[config.mk]
export PLATFORM = sky130hd
export DESIGN_NAME = circle_outline_rasterizer_unit
export DESIGN_NICKNAME = d
export VERILOG_FILES = /design/src/rtl/cor_pkg.sv /design/src/rtl/cor_emit.sv /design/src/rtl/circle_outline_rasterizer_unit.sv
export SDC_FILE = /design/constraint.sdc
export NUM_CORES = 1
export LEC_CHECK = 0
export BUFFER_PORTS_ARGS = -buffer_cell sky130_fd_sc_hd__clkbuf_2
export CORE_ASPECT_RATIO = 1.1
export CORE_UTILIZATION = 46
export CTS_BUF_LIST = sky130_fd_sc_hd__clkbuf_4 sky130_fd_sc_hd__clkbuf_8
export CTS_CLUSTER_SIZE = 12
export DETAILED_ROUTE_END_ITERATION = 16
export HOLD_SLACK_MARGIN = 0.02
export SYNTH_ARGS = -nofsm -noshare
export SYNTH_HDL_FRONTEND = slang
export SYNTH_SLANG_ARGS = --single-unit
[constraint.sdc]
create_clock -name clock -period 10 [get_ports clock]
set_input_delay 1.5 -clock clock [delete_from_list [all_inputs] [get_ports clock]]
set_output_delay 1.5 -clock clock [all_outputs]
set_load 0.005 [all_outputs]
[src/rtl/cor_pkg.sv]
// cor_pkg: shared types and constants for the circle outline rasterizer.
// Used by cor_emit and circle_outline_rasterizer_unit; no dependencies.
`timescale 1ns / 1ps

package cor_pkg;

   // field widths
   localparam int CoordW  = 16;   // centre coordinate
   localparam int RadiusW = 14;   // radius / major offset
   localparam int MinorW  = 15;   // minor offset
   localparam int ResidW  = 18;   // midpoint residual
   localparam int PixW    = 17;   // output pixel coordinate
   localparam int RunLen  = 8;    // pixels per step
   localparam int IdxW    = $clog2(RunLen);

   // action codes
   localparam logic ACT_START = 1'b0;
   localparam logic ACT_STEP  = 1'b1;

   // one step's worth of work for the pixel sequencer
   typedef struct packed {
      logic signed [CoordW-1:0]  cx;
      logic signed [CoordW-1:0]  cy;
      logic        [RadiusW-1:0] major;
      logic        [MinorW-1:0]  minor;
      logic                      fin;
   } run_type;

endpackage

[src/rtl/cor_emit.sv]
// cor_emit: plays one queued run out as eight pixel beats, one per cycle while
// rsp_stall is low, through a registered output stage. Depends on cor_pkg.
`timescale 1ns / 1ps

module cor_emit (
   input  logic                        clock,
   input  logic                        reset,
   input  logic                        run_valid,
   input  cor_pkg::run_type            run,
   output logic                        run_take,
   output logic                        rsp_valid,
   input  logic                        rsp_stall,
   output logic signed [cor_pkg::PixW-1:0] rsp_pixel_x,
   output logic signed [cor_pkg::PixW-1:0] rsp_pixel_y,
   output logic                        rsp_last,
   output logic                        rsp_finished
);
   import cor_pkg::*;

   logic                    cur_valid_ff, cur_valid_in;
   run_type                 cur_ff, cur_in;
   logic [IdxW-1:0]         idx_ff, idx_in;
   logic                    out_valid_ff, out_valid_in;
   logic signed [PixW-1:0]  px_ff, px_in, py_ff, py_in;
   logic                    last_ff, last_in, fin_ff, fin_in;

   logic                    advance, at_end;
   logic signed [PixW-1:0]  cx_e, cy_e, maj_e, min_e;
   logic                    hor_major, hor_minus, ver_major, ver_minus;

   // output slot can take a beat when empty or being drained
   assign advance  = cur_valid_ff && (!out_valid_ff || !rsp_stall);
   assign at_end   = (idx_ff == IdxW'(RunLen - 1));
   assign run_take = run_valid && (!cur_valid_ff || (advance && at_end));

   // operands extended to pixel width
   assign cx_e  = {{(PixW-CoordW){cur_ff.cx[CoordW-1]}}, cur_ff.cx};
   assign cy_e  = {{(PixW-CoordW){cur_ff.cy[CoordW-1]}}, cur_ff.cy};
   assign maj_e = {{(PixW-RadiusW){1'b0}}, cur_ff.major};
   assign min_e = {{(PixW-MinorW){1'b0}}, cur_ff.minor};

   // octant selection by beat index
   always_comb begin
      hor_major = 1'b0;
      hor_minus = 1'b0;
      ver_major = 1'b0;
      ver_minus = 1'b0;
      case (idx_ff)
         3'd0: begin hor_minus = 1'b1; ver_major = 1'b1; ver_minus = 1'b1; end
         3'd1: begin ver_major = 1'b1; ver_minus = 1'b1; end
         3'd2: begin hor_major = 1'b1; ver_minus = 1'b1; end
         3'd3: begin hor_major = 1'b1; hor_minus = 1'b1; ver_minus = 1'b1; end
         3'd4: begin hor_major = 1'b1; hor_minus = 1'b1; end
         3'd5: begin hor_major = 1'b1; end
         3'd6: begin ver_major = 1'b1; end
         3'd7: begin hor_minus = 1'b1; ver_major = 1'b1; end
         default: begin end
      endcase
   end

   // next-state logic
   always_comb begin
      cur_valid_in = cur_valid_ff;
      cur_in       = cur_ff;
      idx_in       = idx_ff;
      out_valid_in = out_valid_ff && rsp_stall;
      px_in        = px_ff;
      py_in        = py_ff;
      last_in      = last_ff;
      fin_in       = fin_ff;

      if (advance) begin
         out_valid_in = 1'b1;
         px_in   = hor_minus ? cx_e - (hor_major ? maj_e : min_e)
                             : cx_e + (hor_major ? maj_e : min_e);
         py_in   = ver_minus ? cy_e - (ver_major ? maj_e : min_e)
                             : cy_e + (ver_major ? maj_e : min_e);
         last_in = at_end;
         fin_in  = at_end && cur_ff.fin;
         idx_in  = idx_ff + 1'b1;
         if (at_end) begin
            cur_valid_in = 1'b0;
         end
      end

      if (run_take) begin
         cur_valid_in = 1'b1;
         cur_in       = run;
         idx_in       = '0;
      end
   end

   // control registers
   always_ff @(posedge clock) begin
      if (reset) begin
         cur_valid_ff <= 1'b0;
         idx_ff       <= '0;
         out_valid_ff <= 1'b0;
      end else begin
         cur_valid_ff <= cur_valid_in;
         idx_ff       <= idx_in;
         out_valid_ff <= out_valid_in;
      end
   end

   // payload registers
   always_ff @(posedge clock) begin
      cur_ff  <= cur_in;
      px_ff   <= px_in;
      py_ff   <= py_in;
      last_ff <= last_in;
      fin_ff  <= fin_in;
   end

   assign rsp_valid    = out_valid_ff;
   assign rsp_pixel_x  = px_ff;
   assign rsp_pixel_y  = py_ff;
   assign rsp_last     = last_ff;
   assign rsp_finished = fin_ff;

endmodule

[src/rtl/circle_outline_rasterizer_unit.sv]
// circle_outline_rasterizer_unit: midpoint circle outline, eight-way symmetry.
// Depends on cor_pkg and cor_emit.
`timescale 1ns / 1ps
//
//   channel  direction  handshake            payload
//   req      in         req_valid/req_stall  action, center_x, center_y, radius
//   rsp      out        rsp_valid/rsp_stall  pixel_x, pixel_y, last, finished
//
// A start or an idle step emits nothing. A step gives eight beats, one per
// cycle while rsp_stall is low, paced by the one-beat-per-cycle output
// register. One step waits in a queue slot while the previous run plays;
// req_stall is high only while that slot is full.
// Reset is synchronous and leaves the block idle with no beats pending.

module circle_outline_rasterizer_unit (
   input  logic                                clock,
   input  logic                                reset,
   input  logic                                req_valid,
   output logic                                req_stall,
   input  logic                                req_action,
   input  logic signed [cor_pkg::CoordW-1:0]   req_center_x,
   input  logic signed [cor_pkg::CoordW-1:0]   req_center_y,
   input  logic        [cor_pkg::RadiusW-1:0]  req_radius,
   output logic                                rsp_valid,
   input  logic                                rsp_stall,
   output logic signed [cor_pkg::PixW-1:0]     rsp_pixel_x,
   output logic signed [cor_pkg::PixW-1:0]     rsp_pixel_y,
   output logic                                rsp_last,
   output logic                                rsp_finished
);
   import cor_pkg::*;

   localparam int WideW = ResidW + 2;

   logic                       active_ff, active_in;
   logic signed [CoordW-1:0]   cx_ff, cx_in, cy_ff, cy_in;
   logic        [RadiusW-1:0]  major_ff, major_in;
   logic        [MinorW-1:0]   minor_ff, minor_in;
   logic signed [ResidW-1:0]   resid_ff, resid_in;
   logic                       pend_valid_ff, pend_valid_in;
   run_type                    pend_ff, pend_in;

   logic                       accept, new_run, pend_take;
   logic signed [WideW-1:0]    od, sd, od_mag, sd_mag;
   logic                       dec_major;
   logic signed [CoordW-1:0]   major_nx, minor_nx;
   logic                       done;

   assign req_stall = pend_valid_ff;
   assign accept    = req_valid && !req_stall;
   assign new_run   = accept && (req_action == ACT_STEP) && active_ff;

   // midpoint residual update
   assign od = {{(WideW-ResidW){resid_ff[ResidW-1]}}, resid_ff}
             + $signed({{(WideW-MinorW-1){1'b0}}, minor_ff, 1'b1});
   assign sd = od - $signed({{(WideW-RadiusW-1){1'b0}}, major_ff, 1'b1});
   assign od_mag    = od[WideW-1] ? -od : od;
   assign sd_mag    = sd[WideW-1] ? -sd : sd;
   assign dec_major = $unsigned(sd_mag) < $unsigned(od_mag);
   assign major_nx  = $signed({{(CoordW-RadiusW){1'b0}}, major_ff})
                    - (dec_major ? CoordW'(1) : CoordW'(0));
   assign minor_nx  = $signed({{(CoordW-MinorW){1'b0}}, minor_ff}) + CoordW'(1);
   assign done      = major_nx < minor_nx;

   // circle state next values
   always_comb begin
      active_in = active_ff;
      cx_in     = cx_ff;
      cy_in     = cy_ff;
      major_in  = major_ff;
      minor_in  = minor_ff;
      resid_in  = resid_ff;
      if (accept && req_action == ACT_START) begin
         active_in = 1'b1;
         cx_in     = req_center_x;
         cy_in     = req_center_y;
         major_in  = req_radius;
         minor_in  = '0;
         resid_in  = '0;
      end else if (new_run) begin
         major_in  = major_nx[RadiusW-1:0];
         minor_in  = minor_nx[MinorW-1:0];
         resid_in  = dec_major ? sd[ResidW-1:0] : od[ResidW-1:0];
         if (done) begin
            active_in = 1'b0;
         end
      end
   end

   // queue slot for one run
   always_comb begin
      pend_valid_in = pend_valid_ff && !pend_take;
      pend_in       = pend_ff;
      if (new_run) begin
         pend_valid_in = 1'b1;
         pend_in.cx    = cx_ff;
         pend_in.cy    = cy_ff;
         pend_in.major = major_ff;
         pend_in.minor = minor_ff;
         pend_in.fin   = done;
      end
   end

   always_ff @(posedge clock) begin
      if (reset) begin
         active_ff     <= 1'b0;
         pend_valid_ff <= 1'b0;
      end else begin
         active_ff     <= active_in;
         pend_valid_ff <= pend_valid_in;
      end
   end

   always_ff @(posedge clock) begin
      cx_ff    <= cx_in;
      cy_ff    <= cy_in;
      major_ff <= major_in;
      minor_ff <= minor_in;
      resid_ff <= resid_in;
      pend_ff  <= pend_in;
   end

   // pixel sequencer
   cor_emit u_emit (
      .clock        (clock),
      .reset        (reset),
      .run_valid    (pend_valid_ff),
      .run          (pend_ff),
      .run_take     (pend_take),
      .rsp_valid    (rsp_valid),
      .rsp_stall    (rsp_stall),
      .rsp_pixel_x  (rsp_pixel_x),
      .rsp_pixel_y  (rsp_pixel_y),
      .rsp_last     (rsp_last),
      .rsp_finished (rsp_finished)
   );

endmodule
[After elaboration in Yosys (flattened, before gate mapping)]
Index checks and enable logic that the tools add are counted.
Word-level totals
  word-level logic and storage cells: 96
  register bits: 246
  input port bits: 51
Operators by class
  $add $sub $neg: 11
  equality and inequality tests: 7
  reduce and logical (&&, ||, !) cells: 29
  $lt $le $gt $ge: 2
  bitwise gates (word level): 1
  multiplexer cells: 22
Operators with widths (count)
  $mux 20: 2
  $add 16x16->17: 2
  $mux 17: 2
  $sub 16x16->17: 2
  $mux 15: 2
  $mux 14: 2
  $lt 20x20->1: 1
  $neg 19->20: 1
  $neg 20->20: 1
  $sub 19x16->20: 1
  $add 18x17->19: 1
  $mux 18: 1
  $add 15x1->16 const B: 1
  $lt 15x16->1: 1
  $reduce_or 4->1: 4
  $sub 14x1->15: 1
  $mux 1: 13
  $eq 3x3->1 const B: 4
  $logic_and 1x1->1: 10
  $reduce_bool 2->1: 4
  $eq 3x2->1 const B: 2
  $logic_not 1->1: 5
  $reduce_and 2->1: 2
  $add 3x1->3 const B: 1
  5 further kinds: 6

[Logic depth before layout (Yosys ltp)]
Gate-level depths: netlist (run 1).
  depth after elaboration: 11
  gate-level depth with buffers: 40

[Hierarchy]
From an unflattened synthesis (run 1), not the netlist that was laid out.
Second synthesis, totals
  cell total of the unflattened synthesis: 1411
  area, all modules: 14994.4 sq um
By module, submodules not included
  circle_outline_rasterizer_unit: area an instance 8752.1 sq um, cells an instance 852, instances 1
  cor_emit: area an instance 6242.2 sq um, cells an instance 559, instances 1

[Worst setup path after synthesis (run 1)]
No wires, ideal clock.
  path type: reg2reg
  from: register minor_ff[0]
  to: register active_ff
  setup time: 142 ps
  period minus slack after synthesis: 8113 ps
  cell stages (with the launch flop): 38
  required time: 9858 ps
  slack: 1887 ps
  arrival: 7971 ps
  buffers on the path: 1
  cell sequence: dfxtp_1 > ha_1 > a211oi_2 > o211ai_1 > and4_1 > or2_4 > nor2_1 > ha_1 > o21a_1 > o21ai_0 > o2bb2a_1 > nand3b_1 > a21o_1 > xor2_1 > or3_1 > nor4_4 > a31oi_1 > xnor2_1 > [2 not listed] > a211oi_1 > nand4b_1 > o221ai_1 > clkbuf_1 > ha_1 > nand2_1 > nor3_1 > nand3_1 > xnor2_1 > ha_1 > a21o_1 > a21oi_1 > nor2b_1 > o21ai_0 > nand2b_1 > a211o_1 > o21ai_0 > a311oi_1
Between the ends
  word-level cells in the longest chain between the ends: 10
  elaborated cells on any way between the ends: 13
  those cells by class: add/sub: 6; order compare: 2; mux: 3; reduce/logical: 2
Ends and longest elaborated chain
  start: declaration: line circle_outline_rasterizer_unit.sv:38  | logic [MinorW-1:0] minor_ff, minor_in;
  start signal: assignment: line circle_outline_rasterizer_unit.sv:118  | minor_ff <= minor_in;
  $add 18x17->19: line circle_outline_rasterizer_unit.sv:55  | + $signed({{(WideW-MinorW-1){1'b0}}, minor_ff, 1'b1});
  $sub 19x16->20: line circle_outline_rasterizer_unit.sv:56  | assign sd = od - $signed({{(WideW-RadiusW-1){1'b0}}, major_ff, 1'b1});
  $neg 20->20: line circle_outline_rasterizer_unit.sv:58  | assign sd_mag = sd[WideW-1] ? -sd : sd;
  $mux 20: line circle_outline_rasterizer_unit.sv:58
  $lt 20x20->1: line circle_outline_rasterizer_unit.sv:59  | assign dec_major = $unsigned(sd_mag) < $unsigned(od_mag);
  $mux 1: line circle_outline_rasterizer_unit.sv:61  | - (dec_major ? CoordW'(1) : CoordW'(0));
  $sub 14x1->15: line circle_outline_rasterizer_unit.sv:61
  $lt 15x16->1 (*): line circle_outline_rasterizer_unit.sv:63  | assign done = major_nx < minor_nx;
  named net done: line circle_outline_rasterizer_unit.sv:47  | logic done;
  $reduce_bool 2->1 (no line) (*)
  $reduce_and 2->1 (no line) (*)
  end signal: assignment: line circle_outline_rasterizer_unit.sv:109  | active_ff <= active_in;
  end: declaration: line circle_outline_rasterizer_unit.sv:35  | logic active_ff, active_in;
Mark *: on every way through the listed nets, which the timed path passes. The rest lies on a longest branch.
A chain may end at the register's enable or synchronous reset.

[Worst setup path in the final report (run 1)]
Ends and elaborated chain as after synthesis.

==> results of run 1 <==
how the worst min path moves through the flow:
stage / from / endpoint / slack (ps) / cells past startpoint
after floorplan: cy_ff[0] / pend_ff[30] / 400 / 0
after global routing: cy_ff[13] / pend_ff[43] / 420 / 0
final: pend_ff[39] / u_emit.cur_ff[39] / 420 / 0
after detailed placement: pend_ff[18] / u_emit.cur_ff[18] / 400 / 0
after global placement: pend_ff[18] / u_emit.cur_ff[18] / 400 / 0
after CTS: pend_ff[7] / u_emit.cur_ff[7] / 420 / 0
routing by layer:
metal / track usage (%) / wire, µm / up-vias
li1: - / - / 4939
met5: 0 / 0 / -
met3: 2.91 / 1070 / 55
met1: 24.1 / 13300 / 4656
met4: 8.40 / 983 / 0
met2: 35.7 / 15000 / 180
cells by family after synthesis:
family	share of synthesized area [%]
AND/OR/NAND/NOR	12.2
AO/OA/AOI/OAI	13.6
flip-flops	49.7
XOR/XNOR	8.84
adder cells (fa/ha/maj)	10.0
buffers and inverters	2.46
multiplexers	3.11
other	0.0534
power by group:
| group | switching, mW | leakage (nW) | internal, mW |
|---|---|---|---|
| Sequential | 0.0337 | 2.20 | 1.16 |
| Clock | 0.387 | 0.432 | 0.510 |
| Combinational | 0.688 | 3.58 | 0.499 |
registers in the layout (all words and copies together), names as in the netlist, 15 cells and up:
| name | cells |
|---|---|
| pend_ff | 62 |
| u_emit.cur_ff | 62 |
| resid_ff | 18 |
| u_emit.rsp_pixel_x | 17 |
| u_emit.rsp_pixel_y | 17 |
| cx_ff | 16 |
| cy_ff | 16 |
| minor_ff | 15 |
worst max-delay path: cells and delay by family (launching register included):
kind	cells	cell delay, ps
simple gates	12	2740
compound gates	16	3490
flops	1	480
fa+ha+maj	5	1520
xor+xnor	3	570
final cells by class:
cell class                      instances  share of cell area, %
Clock buffer                           54                   4.18
Sequential cell                       246                   44.1
Tap cell                              408                   3.22
Clock inverter                         19                   1.07
Inverter                               61                   1.45
Timing Repair Buffer                   98                   3.25
Multi-Input combinational cell        944                   42.7
Yosys cell counts (all sizes together) (3+ instances only):
cell type | n | area share, %
ha | 108 | 9.6
a21oi | 93 | 3.3
a211o | 8 | 0.50
o211ai | 13 | 0.69
a21o | 26 | 1.4
o2111ai | 3 | 0.19
a21boi | 9 | 0.51
or2 | 8 | 0.37
nor3 | 34 | 1.2
nand3 | 23 | 0.82
inv | 60 | 1.6
or3 | 15 | 0.70
o41ai | 3 | 0.24
o21ai | 53 | 1.9
a211oi | 24 | 1.4
xnor2 | 98 | 6.1
xor2 | 44 | 2.7
o31ai | 6 | 0.42
or4 | 4 | 0.24
nor2 | 139 | 3.7
edfxtp | 206 | 44
nor4 | 7 | 0.42
mux2 | 3 | 0.24
dfxtp | 40 | 5.7
nand2b | 20 | 0.89
nand3b | 3 | 0.16
mux2i | 38 | 2.7
and2 | 8 | 0.36
o21a | 7 | 0.37
a31o | 4 | 0.25
clkbuf | 15 | 0.40
a2bb2oi | 3 | 0.23
buf | 14 | 0.43
o21bai | 6 | 0.32
a311oi | 7 | 0.44
nor2b | 10 | 0.44
fa | 3 | 0.43
nand4 | 11 | 0.49
and3 | 12 | 0.53
a31oi | 11 | 0.49
nand2 | 56 | 1.5
placed cells by master, fill, tap and decap left out, drive strengths merged, types with 12 or more instances in the layout:
master,count
or3,15
nand2b,20
a211oi,24
inv,60
nand3,23
nor3,34
clkbuf,142
and3,12
xor2,44
o211ai,13
ha,108
nor2,139
a21o,26
nand2,56
mux2i,38
edfxtp,206
o21ai,53
a21oi,93
dfxtp,40
clkinv,14
xnor2,98
per-stage QoR:
stage	area (µm²)	std cells	hold slack (ps)
after global routing	15800	1830	422
after global placement	15000	1757	401
after floorplan	14100	1280	400
after CTS	15800	1830	416
final	15800	1830	417
after detailed placement	15000	1757	405
==> metrics.md, run 1 <==
| Metric | Value |
|---|---|
| Tcrit/Tclk final | `89.4%` |
| First-pass DRT Iterations | `4` |
| Critical Path Source Type | `flop` |
| Reg2Reg Capture Point | `active_ff` |
| Die width | `169 µm` |
| Synth Cell Area | `0.0141 mm²` |
| Critical path destination | `active_ff` |
| Worst Max-Slew Pin Slew | `992 ps` |
| CP startpoint | `minor_ff[0]` |
| Reg2Reg Setup Slack | `1060 ps` |
| Total clock buffers created by CTS | `41` |
| PortBufs | `88` |
| Multi-input gate area | `0.00676 mm²` |
| Power Dens Cells | `207 mW/mm²` |
| CP Capture Type | `flop` |
| CP required | `10410 ps` |
| Longest Clk Path Bufs | `3` |
| CTS root buffer | `clkbuf_8` |
| Clock latency on the worst-skew pair | `550 ps` |
| DP Worst Slack | `1140 ps` |
| Synth-to-Final Area Change | `12.6%` |
| Vias in the first global route | `9776` |
| Layout cell share with drive strength beyond 1 | `13.8%` |
| Die ar. | `0.0313 mm²` |
| Slowest-stage cell, CP | `dfxtp_1` |
| Rows | `66` |
| CTS H-tree depth | `2` |
| Outcome | `finished, final reports clean` |
| Crit-path max FO | `7` |
| DRC | `0` |
| Mapped Cells | `1279` |
| Hold Vio Cnt, Final | `0` |
| GRT overflow | `0` |
| Post-CTS setup buffers | `0` |
| CTS Sinks | `246` |
| Crit path time final | `8940 ps` |
| Critical path class | `reg2reg` |
| Ys async rst share | `0%` |
| FILL cells | `2692` |
| RSZ-0062 raised after global routing | `no` |
| Core area | `0.0298 mm²` |
| Tot GR Track Use | `20.0%` |
| VDD IR-drop max | `257 µV` |
| Slack of the critical path | `1060 ps` |
| Setup TNS Final | `0 ps` |
| Via count | `9830` |
| Post-Route WL | `30400 µm` |
| Pin count of the biggest net entering global routing | `70` |
| # setup viols final | `0` |
| Post-DRT Antenna Nets | `0` |
| FF/Latch Area | `0.00699 mm²` |
| Yosys warning total | `0` |
| Leak | `6.21 nW` |
| Main synth FF type | `edfxtp_1` |
| Synth Area per Inst | `11.0 µm²` |
| Hpwl dp | `22600 µm` |
| Yosys cell types | `75` |
| Final Core Density | `53.1%` |
| Hold-fix buffers, CTS | `0` |
| Max-slew headroom | `33.9%` |
| CP most frequent cell | `ha_1` |
| Post-layout power | `3.28 mW` |
| FF+latch count, synth | `246` |
| Clock-pin slew on the worst setup and hold paths | `60 ps` |
| Vias per cell | `5.37` |
| Final Slew Violations | `0` |
| Final Wtd Congestion | `0.845` |
| Avg WL per Cell | `16.6 µm` |
| Final Skew | `15.9 ps` |
| Post-cts sizing count | `0` |
| DRT iter0 DRCs | `393` |
| Sequential fraction of the synthesis area | `49.7%` |
| Starting Density | `47.2%` |
| Worst reg-to-reg path cell count | `36` |
| DIE HEIGHT | `185 µm` |
| WP data arrival | `9350 ps` |
| Max incr delay on CP | `480 ps` |
| First-pass GRT wire length | `49200 µm` |
| CTS tree | `yes` |
| Initial antenna violation count | `0` |
| Antenna diode count | `0` |
| Worst min path class | `reg2reg` |
| Fin nets | `1554` |
| I/O pins | `89` |
| Worst r2r src | `minor_ff[0]` |
| Post-synth EDFFs | `206` |
| Maxcap violations | `0` |
| Fmax | `0.112 GHz` |
Note: power is estimated with default switching activity, not from simulation.
==> run 2, diff against run 1 <==
- CORE_MARGIN: default -> 2
- CORE_UTILIZATION: 46 -> 60
- PLACE_DENSITY: default -> 0.79
==> metrics.md, run 2 (synthesis results as in run 1) <==
| Metric | Value |
|---|---|
| Outcome | `finished, final reports clean (unchanged)` |
| Power Dens Cells | `206 mW/mm² (was 207 mW/mm²)` |
| First-pass GRT wire length | `48700 µm (was 49200 µm)` |
| CP most frequent cell | `ha_1 (unchanged)` |
| Crit-path max FO | `7 (unchanged)` |
| Dpl cell area | `0.0149 mm² (was 0.0150 mm²)` |
| Tcrit/Tclk final | `88.9% (was 89.4%)` |
| GRT overflow | `0 (unchanged)` |
| Setup TNS Final | `0 ps (unchanged)` |
| Top Registers | `pend_ff (62), u_emit.cur_ff (62), resid_ff (18) (unchanged)` |
| Final Instance Area | `0.0156 mm² (was 0.0158 mm²)` |
| Longest Clk Path Bufs | `3 (unchanged)` |
| CTS tree | `yes (unchanged)` |
| CTS H-tree depth | `2 (unchanged)` |
| Worst r2r src | `minor_ff[0] (unchanged)` |
| Post-cts sizing count | `0 (unchanged)` |
| # setup viols final | `0 (unchanged)` |
| Synth-to-Final Area Change | `11.1% (was 12.6%)` |
| Initial antenna violation count | `0 (unchanged)` |
| CP Capture Type | `flop (unchanged)` |
| FILL cells | `1678 (was 2692)` |
| Hpwl dp | `21700 µm (was 22600 µm)` |
| Critical path class | `reg2reg (unchanged)` |
| Final Slew Violations | `0 (unchanged)` |
| Buf/Inv on CP | `0 (unchanged)` |
| First-pass DRT Iterations | `7 (was 4)` |
| Crit path time final | `8890 ps (was 8940 ps)` |
| Fmax | `0.112 GHz (about the same)` |
| Avg WL per Cell | `17.6 µm (was 16.6 µm)` |
| CP required | `10380 ps (was 10410 ps)` |
| CP startpoint | `minor_ff[0] (unchanged)` |
| Fin nets | `1550 (was 1554)` |
| Slowest-stage cell, CP | `dfxtp_1 (unchanged)` |
| RSZ-0062 raised after global routing | `no (unchanged)` |
| Hold-fix buffers, CTS | `0 (unchanged)` |
| Worst reg-to-reg path cell count | `36 (unchanged)` |
| Post-CTS setup buffers | `0 (unchanged)` |
| Tot GR Track Use | `25.0% (was 20.0%)` |
| Maxcap violations | `0 (unchanged)` |
| Min-Delay Path Depth | `0 (unchanged)` |
| HP Start | `cx_ff[11] (was pend_ff[39])` |
| CTS Sinks | `246 (unchanged)` |
| Non-Filler Instances | `1711 (was 1830)` |
| Post-Route WL | `30100 µm (was 30400 µm)` |
| Pin count of the biggest net entering global routing | `64 (was 70)` |
| VDD IR-drop max | `240 µV (was 257 µV)` |
| DRT iter0 DRCs | `522 (was 393)` |
| Core area | `0.0229 mm² (was 0.0298 mm²)` |
| Worst Max-Slew Pin Slew | `1000 ps (was 992 ps)` |
| Rows | `58 (was 66)` |
| Reg2Reg Setup Slack | `1110 ps (was 1060 ps)` |
| DIE HEIGHT | `165 µm (was 185 µm)` |
| WP data arrival | `9280 ps (was 9350 ps)` |
| Critical Path Source Type | `flop (unchanged)` |
| Reg2Reg Capture Point | `active_ff (unchanged)` |
| Total clock buffers created by CTS | `38 (was 41)` |
| Post-layout power | `3.22 mW (was 3.28 mW)` |
| Vias per cell | `5.86 (was 5.37)` |
| Clock-pin slew on the worst setup and hold paths | `60 ps (about the same)` |
| Leading cell type in the layout, fill and taps excluded | `edfxtp_1 (unchanged)` |
| Commonest cells after routing, fill and taps aside | `edfxtp_1, nor2_1, ha_1, xnor2_1, a21oi_1 (unchanged)` |
| Antenna diode count | `0 (unchanged)` |
| Via count | `10033 (was 9830)` |
| Clock latency on the worst-skew pair | `540 ps (was 550 ps)` |
| Final Skew | `23.7 ps (was 15.9 ps)` |
| Worst Hold End | `pend_ff[57] (was u_emit.cur_ff[39])` |
| Layout cell share with drive strength beyond 1 | `13.3% (was 13.8%)` |
| Die ar. | `0.0247 mm² (was 0.0313 mm²)` |
| Vias in the first global route | `10027 (was 9776)` |
| Hold Vio Cnt, Final | `0 (unchanged)` |
| Post-DRT Antenna Nets | `0 (unchanged)` |
| CP top delay family | `compound AO/OA/AOI/OAI gates (unchanged)` |
| Die width | `150 µm (was 169 µm)` |
| DRC | `0 (unchanged)` |
| Max incr delay on CP | `490 ps (was 480 ps)` |
| Leak | `6.17 nW (was 6.21 nW)` |
| Max-slew headroom | `33.1% (was 33.9%)` |
| Worst min path class | `reg2reg (unchanged)` |
| Starting Density | `61.3% (was 47.2%)` |
| CTS root buffer | `clkbuf_8 (unchanged)` |
| Cells after DPL | `1648 (was 1757)` |
| I/O pins | `89 (unchanged)` |
| Final Wtd Congestion | `0.911 (was 0.845)` |
| PortBufs | `88 (unchanged)` |
-- run 2: cell types whose count changed in the layout (fill, tap and decap cells not counted), sizes merged --
| cell | delta |
|---|---|
| buf | -1 |
| clkbuf | -3 |
| clkinv | -5 |
| clkinvlp | -2 |
-- run 2: where the power goes --
| group | internal (mW) | leakage [nW] | switching, mW |
|---|---|---|---|
| clock network | 0.486 | 0.400 | 0.375 |
| registers | 1.16 | 2.20 | 0.0352 |
| logic | 0.496 | 3.57 | 0.671 |
| total | 2.14 | 6.17 | 1.08 |
-- run 2: worst register-to-register path: cells and delay by family (launching register included) --
kind | cells | cell delay (ps)
AO/OA/AOI/OAI | 16 | 3540
XOR/XNOR | 3 | 550
adder cells (fa/ha/maj) | 5 | 1510
flip-flops | 1 | 490
AND/OR/NAND/NOR | 12 | 2620
-- run 2: final cells by class --
class	count	area, µm²	share of cell area (%)
Clock buffer	51	633	4.05
Clock inverter	12	131	0.841
Inverter	61	230	1.47
Multi-Input combinational cell	944	6760	43.3
Sequential cell	246	6990	44.7
Tap cell	300	375	2.40
Timing Repair Buffer	97	508	3.25
-- run 2: routing by layer --
layer	global-route usage (%)	wire [µm]	up-vias
li1	-	-	4928
met1	30.1	12400	4690
met2	43.9	15000	322
met3	3.65	1390	93
met4	12.0	1320	0
met5	0	0	-
-- run 2: how the worst max path moves through the flow --
stage | endpoint | slack, ps | cells past startpoint
global route | active_ff | 340 | 36
global placement | active_ff | 1520 | 36
detailed placement | active_ff | 1160 | 36
floorplan | active_ff | 1890 | 37
CTS | active_ff | 1120 | 36
finish | active_ff | 1110 | 36
-- run 2: per-stage QoR --
step	setup slack (ps)	hold WS [ps]	utilization (%)
6_report	1110	402	68.2
5_1_grt	337	416	68.2
4_1_cts	1120	408	68.2
3_5_place_dp	1160	405	64.8
3_3_place_gp	1520	401	64.8
2_1_floorplan	1890	400	-
